## src/hdl/imh_ram.sv

```systemverilog
// generic single-port ram, registered read
// no dependencies
module imh_ram #(
    parameter int WIDTH = 8,
    parameter int DEPTH = 256
) (
    input  logic                     i_clk,
    input  logic                     i_we,
    input  logic [$clog2(DEPTH)-1:0] i_addr,
    input  logic [WIDTH-1:0]         i_wdata,
    output logic [WIDTH-1:0]         o_rdata
);
    logic [WIDTH-1:0] r_mem [DEPTH];
    always_ff @(posedge i_clk) begin
        if (i_we) begin
            r_mem[i_addr] <= i_wdata;
        end
        o_rdata <= r_mem[i_addr];
    end
endmodule

```

## config.mk

```make
export PLATFORM = sky130hd
export DESIGN_NAME = imh_ram
export DESIGN_NICKNAME = d
export VERILOG_FILES = /design/src/hdl/imh_ram.sv
export SDC_FILE = /design/constraint.sdc
export NUM_CORES = 2
export LEC_CHECK = 0
export ABC_AREA = 1
export BUFFER_PORTS_ARGS = -buffer_cell sky130_fd_sc_hd__buf_2
export CORE_ASPECT_RATIO = 0.8
export CORE_MARGIN = 3
export CORE_UTILIZATION = 30
export CTS_CLUSTER_SIZE = 20
export DETAILED_ROUTE_END_ITERATION = 8
export PLACE_DENSITY = 0.44
export SETUP_SLACK_MARGIN = 0.2
export SYNTH_ARGS = -nofsm -noshare
export SYNTH_HDL_FRONTEND = slang
export SYNTH_SLANG_ARGS = --single-unit
```

## constraint.sdc

```tcl
create_clock -name i_clk -period 2.1 [get_ports i_clk]
set_input_delay 0.105 -clock i_clk [delete_from_list [all_inputs] [get_ports i_clk]]
set_output_delay 0.105 -clock i_clk [all_outputs]
set_load 0.01 [all_outputs]
```

==> impl_metrics.ini <==
[outcome]
status = completed

[pwr]
seqPwrFrac_pct = 51.7
combPwrFrac_pct = 7.0
power.density_nw_per_um2 = 851.9
pwr-share-clk_pct = 41.3
vdd_drop_max_uv = 603.3
intPower_w = 0.06719
switchingPower_w = 0.02048
leakage_nw = 40.97
p_sw_share_pct = 23.36

[setup_path]
cp_max_fo = 1
startpoint_type = flop
path_class = reg2reg
required_ps = 2850
crit_path_end_kind = flop
cp.arrival_ps = 2660
r2r_cells = 12

[sta]
fmax_mhz = 525.3
finalHoldViolations = 0
tightest_slew_ps = 1005
rsz0062_at_grt = yes
slew_viol_final = 0
fin_crit_ps = 1904
relSlewSlack_pct = 32.76
setup_violations = 0
skew_ps = 41.29
post-route-period-util_pct = 90.66
holdWs_ps = 97.92
fin_ws_ps = 196.2

[worst_hold_path]
min_path_cells = 5
min_path_type = in2reg

[clocking]
post_cts_buffers = 0
insertion_delay_ps = 870
cts_max_path_buffers = 4
tritoncts = done
cts_root_buf = clkbuf_16
cts-buffers-inserted = 217
clock-sinks = 2056
h-tree-depth = 4
path_clk_slew_ps = 60

[routing]
final_antenna_net_count = 0
wl_per_cell_um = 21.54
first_pass_iters = 5
vias = 57810
via_per_inst = 4.606
drt_iter0_drc = 5666
wirelength_um = 270300
drc = 0

[placement]
dpl.hpwl_um = 172100
portBuffers = 25
gp_congestion = 0.8419
postPlaceCellArea_um2 = 95660
dp_slack_ps = -1131

[global_routing]
grt_pass1_wl_um = 392200
antenna_found_initial = 15
grt_max_degree = 120
grt_usage_pct = 18.31
grt_pass1_vias = 56590
grt-ovfl-total = 0

[flow_run]
drv_cap = 0

[floorplanning]
die_area_um2 = 289300
die_y_um = 481.7
die_w_um = 600.6
core_um2 = 279700
top_level_ports = 26
core.rowCount = 173
start_util_pct = 30.34

[synth]
synth_seq_cells = 2056
synthCells = 8021
yosys_warnings = 0
ys.flop_type = edfxtp_1
syn-mean-instance-area_um2 = 10.58
synthArstFlopShare_pct = 0
yosysUniqueCellTypes = 18
synth_fp_nets = 8039
synth_seq_area_share_pct = 72.66
synth_area_um2 = 84860
synth_edf_count = 2048

[layout]
fill_cells = 27850
drive_above_1_share_pct = 14.44
syn2layout_area_growth_pct = 21.27
design_area_um2 = 102900
nets = 8635
final_common_cell = nand2_1
final_cell_mix = nand2_1 (4683), edfxtp_1 (2048), buf_4 (605)
-- cell usage after synthesis (8+ instances only) --
master,number,area [um^2]
buf_2,182,910.9
o21ai_1,119,595.6
nor2_1,361,1355
dfxtp_1,8,160.2
nand2_1,4770,17900
o21ai_0,41,205.2
edfxtp_1,2048,61500
inv_1,31,116.4
a21oi_1,32,160.2
clkbuf_1,170,638.1
nand3_1,188,940.9
buf_1,52,195.2
-- cell type report --
class / instances / area, um^2 / share of cell area, %
antenna: 7 / 17.52 / 0.01702
clock buffer: 268 / 5664 / 5.504
clock inverter: 115 / 773.2 / 0.7514
inverter: 35 / 165.2 / 0.1605
multi-input combinational: 5513 / 22020 / 21.40
sequential: 2056 / 61660 / 59.92
tap: 3762 / 4707 / 4.574
timing repair buffer: 794 / 7899 / 7.676
-- path summary, 6_finish.rpt --
path / start / endpoint / slack (ps)
setup / recovery: r_mem[22][2] / o_rdata[2] / 200
hold / removal: i_addr[7] / r_mem[77][3] / 100
setup reg to reg: r_mem[22][2] / o_rdata[2] / 200
hold reg to reg: r_mem[227][4] / o_rdata[4] / 1000
-- cells by family after synthesis --
group | synth area share [%]
flops | 72.66
compound gates | 1.132
simple gates | 23.84
buf+inv | 2.362
-- flip-flops by register name, summed over array words and instances (netlist names) --
signal,flops
o_rdata,8
r_mem,2048
-- power by group through the flow --
stage	sequential (W)	combinational, W	clock (W)
finish	0.0453	0.00614	0.0362
floorplan	0.0461	0.00258	0
global placement	0.0462	0.00603	0
global route	0.0453	0.00674	0.0388
detailed placement	0.0462	0.00601	0
CTS	0.0453	0.00613	0.0372
-- worst max-delay path: stages (launching register included) --
cell      delay (ps)
edfxtp_1         370
nand2_1           80
nand2_1           50
nand2_1           60
nand2_1           70
nand2_1           80
nand2_1           80
o21ai_1          260
nand2_2          150
nor2_4           250
nor2_2            90
nor2_4           220
nand2_1           70
-- stage by stage --
step,power (W),std cells,setup TNS (ps),util [%]
floorplan,0.04872,8021,0,-
global placement,0.05222,12150,-361650,34.20
detailed placement,0.05220,12150,-379640,34.20
CTS,0.08867,12540,0,36.64
global route,0.09081,12550,0,36.79
finish,0.08767,12550,0,36.80
-- what timing repair did --
| item | 4_1_cts | 5_1_grt |
|---|---|---|
| hold buffers | 9 | 0 |
| pin swaps | 31 | 63 |
| endpoints found under the hold margin | 1604 | 0 |
| endpoints found under the setup margin | 8 | 8 |
| gates resized for setup | 90 | 119 |
-- layer usage --
metal	GRT usage [%]	routed length (um)
met2	27.54	116400
met5	0	13
met4	5.012	7220
met1	26.92	129000
met3	3.424	17750
Power figures use the tool's default switching activity.
